--- src/rtl/ibs_pkg.sv ---
// shared types and constants for the integer block sorter
`timescale 1ns / 1ps

package ibs_pkg;

  localparam int unsigned WORD_W = 32;

  // one input word: a value of the block and the end-of-block flag
  typedef struct packed {
    logic signed [WORD_W-1:0] value;
    logic                     last_item;
  } ibs_in_t;

  // one output word: the next value in ascending order and the final flag
  typedef struct packed {
    logic signed [WORD_W-1:0] sorted_value;
    logic                     last_out;
  } ibs_out_t;

  // per-cycle command broadcast to every cell of the chain
  typedef struct packed {
    logic insert;
    logic shift;
  } ibs_ctrl_t;

endpackage

--- src/rtl/ibs_cell.sv ---
// one cell of the insertion chain: holds one value and its valid bit
`timescale 1ns / 1ps

module ibs_cell
  import ibs_pkg::*;
(
  input  logic                     clk_i,
  input  logic                     rst_ni,
  input  ibs_ctrl_t                ctrl_i,
  input  logic signed [WORD_W-1:0] new_value_i,
  input  logic                     prev_gt_i,
  input  logic signed [WORD_W-1:0] prev_value_i,
  input  logic                     prev_valid_i,
  input  logic signed [WORD_W-1:0] next_value_i,
  input  logic                     next_valid_i,
  output logic                     gt_o,
  output logic signed [WORD_W-1:0] value_o,
  output logic                     valid_o
);

  logic signed [WORD_W-1:0] value_q, value_d;
  logic                     valid_q, valid_d;

  // an empty cell counts as larger than any value
  assign gt_o = !valid_q || (value_q > new_value_i);

  always_comb begin
    value_d = value_q;
    valid_d = valid_q;
    if (ctrl_i.shift) begin
      value_d = next_value_i;
      valid_d = next_valid_i;
    end else if (ctrl_i.insert && gt_o) begin
      // the insert point takes the new value, cells above it move up one
      if (prev_gt_i) begin
        value_d = prev_value_i;
        valid_d = prev_valid_i;
      end else begin
        value_d = new_value_i;
        valid_d = 1'b1;
      end
    end
  end

  always_ff @(posedge clk_i or negedge rst_ni) begin
    if (!rst_ni) begin
      valid_q <= 1'b0;
    end else begin
      valid_q <= valid_d;
    end
  end

  always_ff @(posedge clk_i) begin
    value_q <= value_d;
  end

  assign value_o = value_q;
  assign valid_o = valid_q;

endmodule

--- src/rtl/integer_block_sorter.sv ---
// top level of the integer block sorter: insertion chain, load/drain control, output register
`timescale 1ns / 1ps
//
// usage
// - input channel (in_valid_i / in_stall_o / in_data_i): one signed 32-bit word per
//   cycle while loading; the word with last_item set closes the block
// - each word is placed into the ascending chain in the cycle it is accepted, so
//   loading runs at one word per cycle
// - words beyond BLOCK_SIZE in one block are dropped, the last_item flag still
//   closes the block
// - after the closing word the input stalls and the chain drains through cell 0,
//   one word per cycle into the output register while it is free; the first sorted
//   word shows once drain_q is set and cell 0 has moved into the output register
// - output channel (out_valid_o / out_stall_i / out_data_o): ascending order, last_out
//   on the largest value; a stalled word holds and the drain pauses with it
// - input resumes in the same cycle as the final word shows in the output register
// - reset clears all cell valid bits, the count and the output valid; no clearing
//   pass is needed
//
module integer_block_sorter
  import ibs_pkg::*;
#(
  parameter int unsigned BLOCK_SIZE = 16
) (
  input  logic     clk_i,
  input  logic     rst_ni,
  input  logic     in_valid_i,
  output logic     in_stall_o,
  input  ibs_in_t  in_data_i,
  output logic     out_valid_o,
  input  logic     out_stall_i,
  output ibs_out_t out_data_o
);

  localparam int unsigned CNT_W = $clog2(BLOCK_SIZE + 1);

  // chain wiring, one entry per cell
  logic                     cell_gt    [BLOCK_SIZE];
  logic signed [WORD_W-1:0] cell_value [BLOCK_SIZE];
  logic                     cell_valid [BLOCK_SIZE];

  logic [CNT_W-1:0] count_q, count_d;
  logic             drain_q, drain_d;
  logic             out_valid_q, out_valid_d;
  ibs_out_t         out_data_q, out_data_d;

  ibs_ctrl_t ctrl;
  logic      in_fire;
  logic      full;
  logic      pop;

  assign in_fire = in_valid_i && !in_stall_o;
  assign full    = (count_q == CNT_W'(BLOCK_SIZE));
  // while draining, move the head of the chain out whenever the output register is free
  assign pop     = drain_q && (!out_valid_q || !out_stall_i);

  assign ctrl.insert = in_fire && !full;
  assign ctrl.shift  = pop;

  // row of cells, cell 0 holds the smallest value
  for (genvar i = 0; i < BLOCK_SIZE; i++) begin : g_cell
    logic                     prev_gt;
    logic signed [WORD_W-1:0] prev_value;
    logic                     prev_valid;
    logic signed [WORD_W-1:0] next_value;
    logic                     next_valid;

    if (i == 0) begin : g_head
      assign prev_gt    = 1'b0;
      assign prev_value = in_data_i.value;
      assign prev_valid = 1'b0;
    end else begin : g_body
      assign prev_gt    = cell_gt[i-1];
      assign prev_value = cell_value[i-1];
      assign prev_valid = cell_valid[i-1];
    end

    if (i == BLOCK_SIZE - 1) begin : g_tail
      // the top cell empties as the chain drains
      assign next_value = cell_value[i];
      assign next_valid = 1'b0;
    end else begin : g_link
      assign next_value = cell_value[i+1];
      assign next_valid = cell_valid[i+1];
    end

    ibs_cell u_cell (
      .clk_i        (clk_i),
      .rst_ni       (rst_ni),
      .ctrl_i       (ctrl),
      .new_value_i  (in_data_i.value),
      .prev_gt_i    (prev_gt),
      .prev_value_i (prev_value),
      .prev_valid_i (prev_valid),
      .next_value_i (next_value),
      .next_valid_i (next_valid),
      .gt_o         (cell_gt[i]),
      .value_o      (cell_value[i]),
      .valid_o      (cell_valid[i])
    );
  end

  // load/drain control and held count
  always_comb begin
    count_d = count_q;
    drain_d = drain_q;
    if (pop) begin
      count_d = count_q - CNT_W'(1);
      if (count_q == CNT_W'(1)) begin
        drain_d = 1'b0;
      end
    end else if (in_fire) begin
      if (!full) begin
        count_d = count_q + CNT_W'(1);
      end
      if (in_data_i.last_item) begin
        drain_d = 1'b1;
      end
    end
  end

  // output register, holds while the receiver stalls
  always_comb begin
    out_valid_d = out_valid_q && out_stall_i;
    out_data_d  = out_data_q;
    if (pop) begin
      out_valid_d             = 1'b1;
      out_data_d.sorted_value = cell_value[0];
      out_data_d.last_out     = (count_q == CNT_W'(1));
    end
  end

  always_ff @(posedge clk_i or negedge rst_ni) begin
    if (!rst_ni) begin
      count_q     <= '0;
      drain_q     <= 1'b0;
      out_valid_q <= 1'b0;
    end else begin
      count_q     <= count_d;
      drain_q     <= drain_d;
      out_valid_q <= out_valid_d;
    end
  end

  always_ff @(posedge clk_i) begin
    out_data_q <= out_data_d;
  end

  assign in_stall_o  = drain_q;
  assign out_valid_o = out_valid_q;
  assign out_data_o  = out_data_q;

endmodule

--- config.mk ---
export PLATFORM = sky130hd
export DESIGN_NAME = integer_block_sorter
export DESIGN_NICKNAME = d
export VERILOG_FILES = /design/src/rtl/ibs_pkg.sv /design/src/rtl/ibs_cell.sv /design/src/rtl/integer_block_sorter.sv
export SDC_FILE = /design/constraint.sdc
export NUM_CORES = 2
export LEC_CHECK = 0
export BUFFER_PORTS_ARGS = -buffer_cell sky130_fd_sc_hd__buf_2
export CAP_MARGIN = 5
export CORE_MARGIN = 2
export CORE_UTILIZATION = 60
export DETAILED_ROUTE_END_ITERATION = 6
export PLACE_DENSITY = 0.73
export SLEW_MARGIN = 30
export SYNTH_ARGS = -nofsm -noshare
export SYNTH_HDL_FRONTEND = slang
export SYNTH_SLANG_ARGS = --single-unit
--- constraint.sdc ---
create_clock -name clk_i -period 5.4 [get_ports clk_i]
set_input_delay 1.35 -clock clk_i [delete_from_list [all_inputs] [get_ports clk_i]]
set_output_delay 1.35 -clock clk_i [all_outputs]
set_load 0.01 [all_outputs]
## After elaboration in Yosys (flattened, before gate mapping)

Cells that the tools add are included.

- Equality and inequality tests: 4
- Reductions and logical operators: 78
- Mux-type cells: 100
- Bitwise logic cells: 1
- Add/subtract/negate cells: 2
- Magnitude comparators: 16

Operators with widths:

| operator | count |
|---|---|
| 32-bit 2-to-1 mux | 45 |
| 32-bit > comparator | 16 |
| 1-bit 2-to-1 mux | 52 |
| 2-bit nonzero test | 18 |
| 1-bit logical AND | 20 |
| 1-bit logical NOT | 20 |
| 1-bit logical OR | 17 |
| 5-bit 2-to-1 mux | 3 |
| 5-bit by 1-bit adder with 5-bit output, second input constant | 1 |
| 5-bit by 1-bit == test with 1-bit output, second input constant | 1 |
| 5-bit == test, second input constant | 1 |
| 5-bit by 1-bit subtractor with 5-bit output, second input constant | 1 |
| 2-bit by 1-bit inequality test with 1-bit output, second input constant | 2 |
| 2-bit AND reduction | 2 |
| 3-bit AND reduction | 1 |
| 1-bit NOT | 1 |

- Register bits after elaboration: 568
- Output and inout port bits: 35
- Bits of input ports: 37

## Depth between registers and ports, before layout

- Word-level depth: 6
- Mapped depth: 13
- Gate-level depth less buffers: 10

## By module

From an unflattened synthesis, not the netlist that was laid out.

- Cells, all modules: 4313
- Area total of the unflattened synthesis: 41858.9 µm²

Modules (own cells, without submodules):

| module | cells each | area an instance (µm²) | instances |
|---|---|---|---|
| ibs_cell | 265 | 2526.2 | 16 |
| integer_block_sorter | 73 | 1440.1 | 1 |

## Worst setup path after synthesis

OpenSTA, ideal clock, no wires.

- Path kind: input port to flip-flop
- From: input port in_data_i[32] (netlist name)
- To: register g_cell[1].u_cell.value_q[0] (enable)
- Cell stages on the path: 12
- Setup slack: -1.026 ns
- Required time: 4.934 ns
- Data arrival time: 5.960 ns
- Cells stage by stage: clkbuf_1 > inv_1 > ha_1 > nand2_1 > a211o_1 > o21ai_0 > nor3_1 > o2111a_2 > o2111ai_1 > buf_2 > nand3_1 > o21ai_0

- Cells in the longest elaborated chain, start to end: 4

RTL lines:

| element | RTL line | text |
|---|---|---|
| start, declared | integer_block_sorter.sv:29 | `input ibs_in_t in_data_i,` |
| 32-bit > comparator | ibs_cell.sv:25 | `assign gt_o = !valid_q \|\| (value_q > new_value_i);` |
| 1-bit logical OR | ibs_cell.sv:25 |  |
| 1-bit logical AND | ibs_cell.sv:33 | `end else if (ctrl_i.insert && gt_o) begin` |
| 2-bit nonzero test (no source line) | n/a |  |
| end signal, assigned | ibs_cell.sv:54 | `value_q <= value_d;` |
| end, declared | ibs_cell.sv:21 | `logic signed [WORD_W-1:0] value_q, value_d;` |

Every way passes these cells.
A chain may end at the register's enable or synchronous reset.

## Worst setup path after layout

- From: input port in_data_i[15] (netlist name)
- To: register g_cell[15].u_cell.value_q[0], data pin

- Cells in the longest elaborated chain, start to end: 3

RTL lines:

| element | RTL line | text |
|---|---|---|
| 32-bit > comparator | ibs_cell.sv:25 |  |
| 1-bit logical OR | ibs_cell.sv:25 |  |
| 32-bit 2-to-1 mux | ibs_cell.sv:35 | `if (prev_gt_i) begin` |
| end signal, assigned | ibs_cell.sv:54 |  |
| end, declared | ibs_cell.sv:21 |  |

Every way passes these cells.

==> impl_results.md <==
* Outcome: finished, violations left
* Failing checks: DRC
* Clk buf depth at 3
* Pin count of the biggest net entering global routing at 147
* Critical path class: in -> reg
* Post-synth top cells: edfxtp_1 (545), ha_1 (516), o21ai_0 (503)
* Final Hold Fails at 0
* Setup skew after layout at 0.0253 ns
* IO Pins at 72
* Critical path launch point: in_data_i[15]
* Core Util, Final at 67.2%
* Filler cells at 4,980
* Yosys warns at 0
* Cell taking the most area after synthesis: edfxtp_1
* Register area share after synthesis at 43.1%
* WL final at 109,000 um
* PortBufs at 71
* Count leader, synth: edfxtp_1
* Antenna-violating nets left at 0
* Top post-synthesis cells by area: edfxtp_1 (42%), ha_1 (16%), mux2i_1 (8.7%), o21ai_0 (6.4%), nand2_1 (4.8%)
* Seq cells post-synth at 568
* Nature of the critical path endpoint: register
* Hold depth at 0
* Critical R2R Launch: g_cell[14].u_cell.value_o[15]
* Die area at 67,600 sq um
* DR WL met2 at 50,400 um
* Total track usage at 32.2%
* DRT Pass-1 Iters at 7
* Worst-path clk slew at 0.07 ns
* Max IR drop VDD at 0.000364 V
* CTS-repair resized insts at 0
* Slew headroom at 40.2%
* Main synth FF type: edfxtp_1
* Root buffer cell: clkbuf_16
* Core Area at 64,600 sq um
* FP Rows at 93
* CP startpoint kind: input port
* Congestion Overflow GR at 0
* CTS tree: yes
* Ys async rst share at 4.05%
* Syn Std Cell Area at 39,300 sq um
* Via-per-instance ratio at 6.57
* Max FO, Critical Path at 32
* Detailed-placement wirelength estimate at 81,500 um
* Iter 0 DRT Violations at 3,441
* DIE HEIGHT at 260 um
* Max Clock Freq at 222 MHz
* GP Congestion at 0.930
* Cts bufs inserted at 66
* Final Max Slew Viols at 0
* Post-layout net count at 4,458
* Top cell type's share of synthesized area at 41.6%
* Clk sinks at 568
* Initial antenna violation count at 0
* Share of layout cells above drive strength 1 at 9.31%
* DIE WIDTH at 260 um
* # diodes at 0
* Total Neg Setup Slack at 0 ns
* Metal-1 WL at 45,800 um
* Pwr Density at 628 nW/um^2
* Hold Path Class: reg -> reg
* Met3 wire len at 8160 um
* Vias in the first global route at 30,678
* DRC Markers at 1
* Slew @ Worst Pin at 0.897 ns
* Starting Density at 60.9%
* EDFF count, synth at 545
* MaxCap Viol Count at 0
* Fin crit share at 83.3%
* Setup Buffers After CTS at 0
* Syn Area/Cell at 10.2 sq um
* Worst-skew pair later-pin latency at 0.61 ns
* Final min period at 4.50 ns
* Arrival time at the worst endpoint at 4.84 ns
* WP data required at 5.74 ns
* P&R area growth vs syn at 10.4%
* Area of the multi-input gates at 21,300 sq um
* Yosys cell types at 65
* Post-Syn Instances at 3,851
* Syn Nets at 4,404
* RSZ-0062 raised after global routing: no
* CTS H-tree lvls at 3
* P_leak at 19.0 nW
* WL per Instance at 22.7 um
* Reg2Reg Depth at 10
* Final setup viols at 0
* Highest Signal Layer: met4
* Vias at 31,586
* Register area at 16,900 sq um
* HP Start: g_cell[0].u_cell.value_o[31]
* First-pass GRT wire length at 172,000 um
* Hold_buf cts at 0
cell families (layout without fill, tap and decap cells):
logic type      Yosys count  count (layout)  share of synthesized area [%]
simple gates            975             975                           11.0
flops                   568             568                           43.1
buf+inv                 313             414                           3.37
fa+ha+maj               516             516                           16.4
xor+xnor                  4               4                         0.0891
compound gates         1101            1101                           16.4
mux                     374             374                           9.62
critical path, stage by stage:
cell and delay (ns):
buf_2 0.35, inv_1 0.45, ha_1 0.45, nand4_1 0.25
nor3_1 0.44, o21ai_0 0.15, a21oi_1 0.20, o22ai_1 0.14
mux2i_1 0.23, nor2_2 0.20, buf_12 0.25, mux2_2 0.37
where the power goes:
part | leakage, nW | internal [mW] | total, mW | switching [mW]
Clock | 0.952 | 2.36 | 4.21 | 1.84
Combinational | 12.4 | 5.16 | 12.4 | 7.28
Sequential | 5.65 | 8.44 | 10.6 | 2.19
Total | 19.0 | 16.0 | 27.3 | 11.3
sequential cells by signal, summed over array words and instances, names as in the netlist:
name                   cells
out_valid_o                1
g_cell.u_cell.valid_o     16
g_cell.u_cell.value_o    512
out_data_o                33
count_q                    5
in_stall_o                 1
layout make-up:
class	count	area share [%]
flip-flops and latches	568	39.0
clock inverters	22	0.239
multi-input cells	2970	49.1
well taps	855	2.46
inverters	74	0.657
clock buffers	93	4.23
repair buffers	225	4.32
per-stage QoR:
stage	total power [mW]	worst slack (ns)	cells	instance area (sq um)	hold WS, ns
floorplan	18.7	0.140	3851	39300	0.450
global placement	22.3	0.447	4692	41500	0.475
detailed placement	22.8	0.377	4692	41500	0.479
CTS	27.1	0.985	4807	43400	0.486
global route	29.2	0.799	4807	43400	0.500
finish	27.3	0.900	4807	43400	0.479
layout by cell type, fill, tap and decap left out, drive strengths merged, types with 19 or more instances in the layout:
master | Yosys | layout
a211oi | 19 | 19
a21o | 44 | 44
a21oi | 253 | 253
a31oi | 72 | 72
a41oi | 34 | 34
buf | 66 | 225
clkbuf | 173 | 93
clkinv | 0 | 20
dfrtp | 23 | 23
edfxtp | 545 | 545
ha | 516 | 516
inv | 74 | 76
mux2 | 32 | 32
mux2i | 342 | 342
nand2 | 498 | 498
nand3 | 129 | 129
nand4 | 109 | 109
nor2 | 152 | 152
nor3 | 23 | 23
nor4 | 22 | 22
o211ai | 21 | 21
o21ai | 509 | 509
o31ai | 46 | 46
path summary, 6_finish.rpt:
path	endpoint	slack, ns
min	out_data_o[32]	0.48
max reg2reg	g_cell[15].u_cell.value_o[0]	2.04
min in group asynchronous	out_valid_o	0.76
max in group asynchronous	g_cell[15].u_cell.valid_o	4.18
max	g_cell[15].u_cell.value_o[0]	0.90
min reg2reg	out_data_o[32]	0.48
routing by layer:
metal / GRT usage (%) / vias up
met1: 43.9 / 15081
met4: 14.7 / 0
li1: - / 14834
met5: 0 / -
met2: 51.9 / 1425
met3: 3.58 / 246
(Power assumes the default switching activity.)
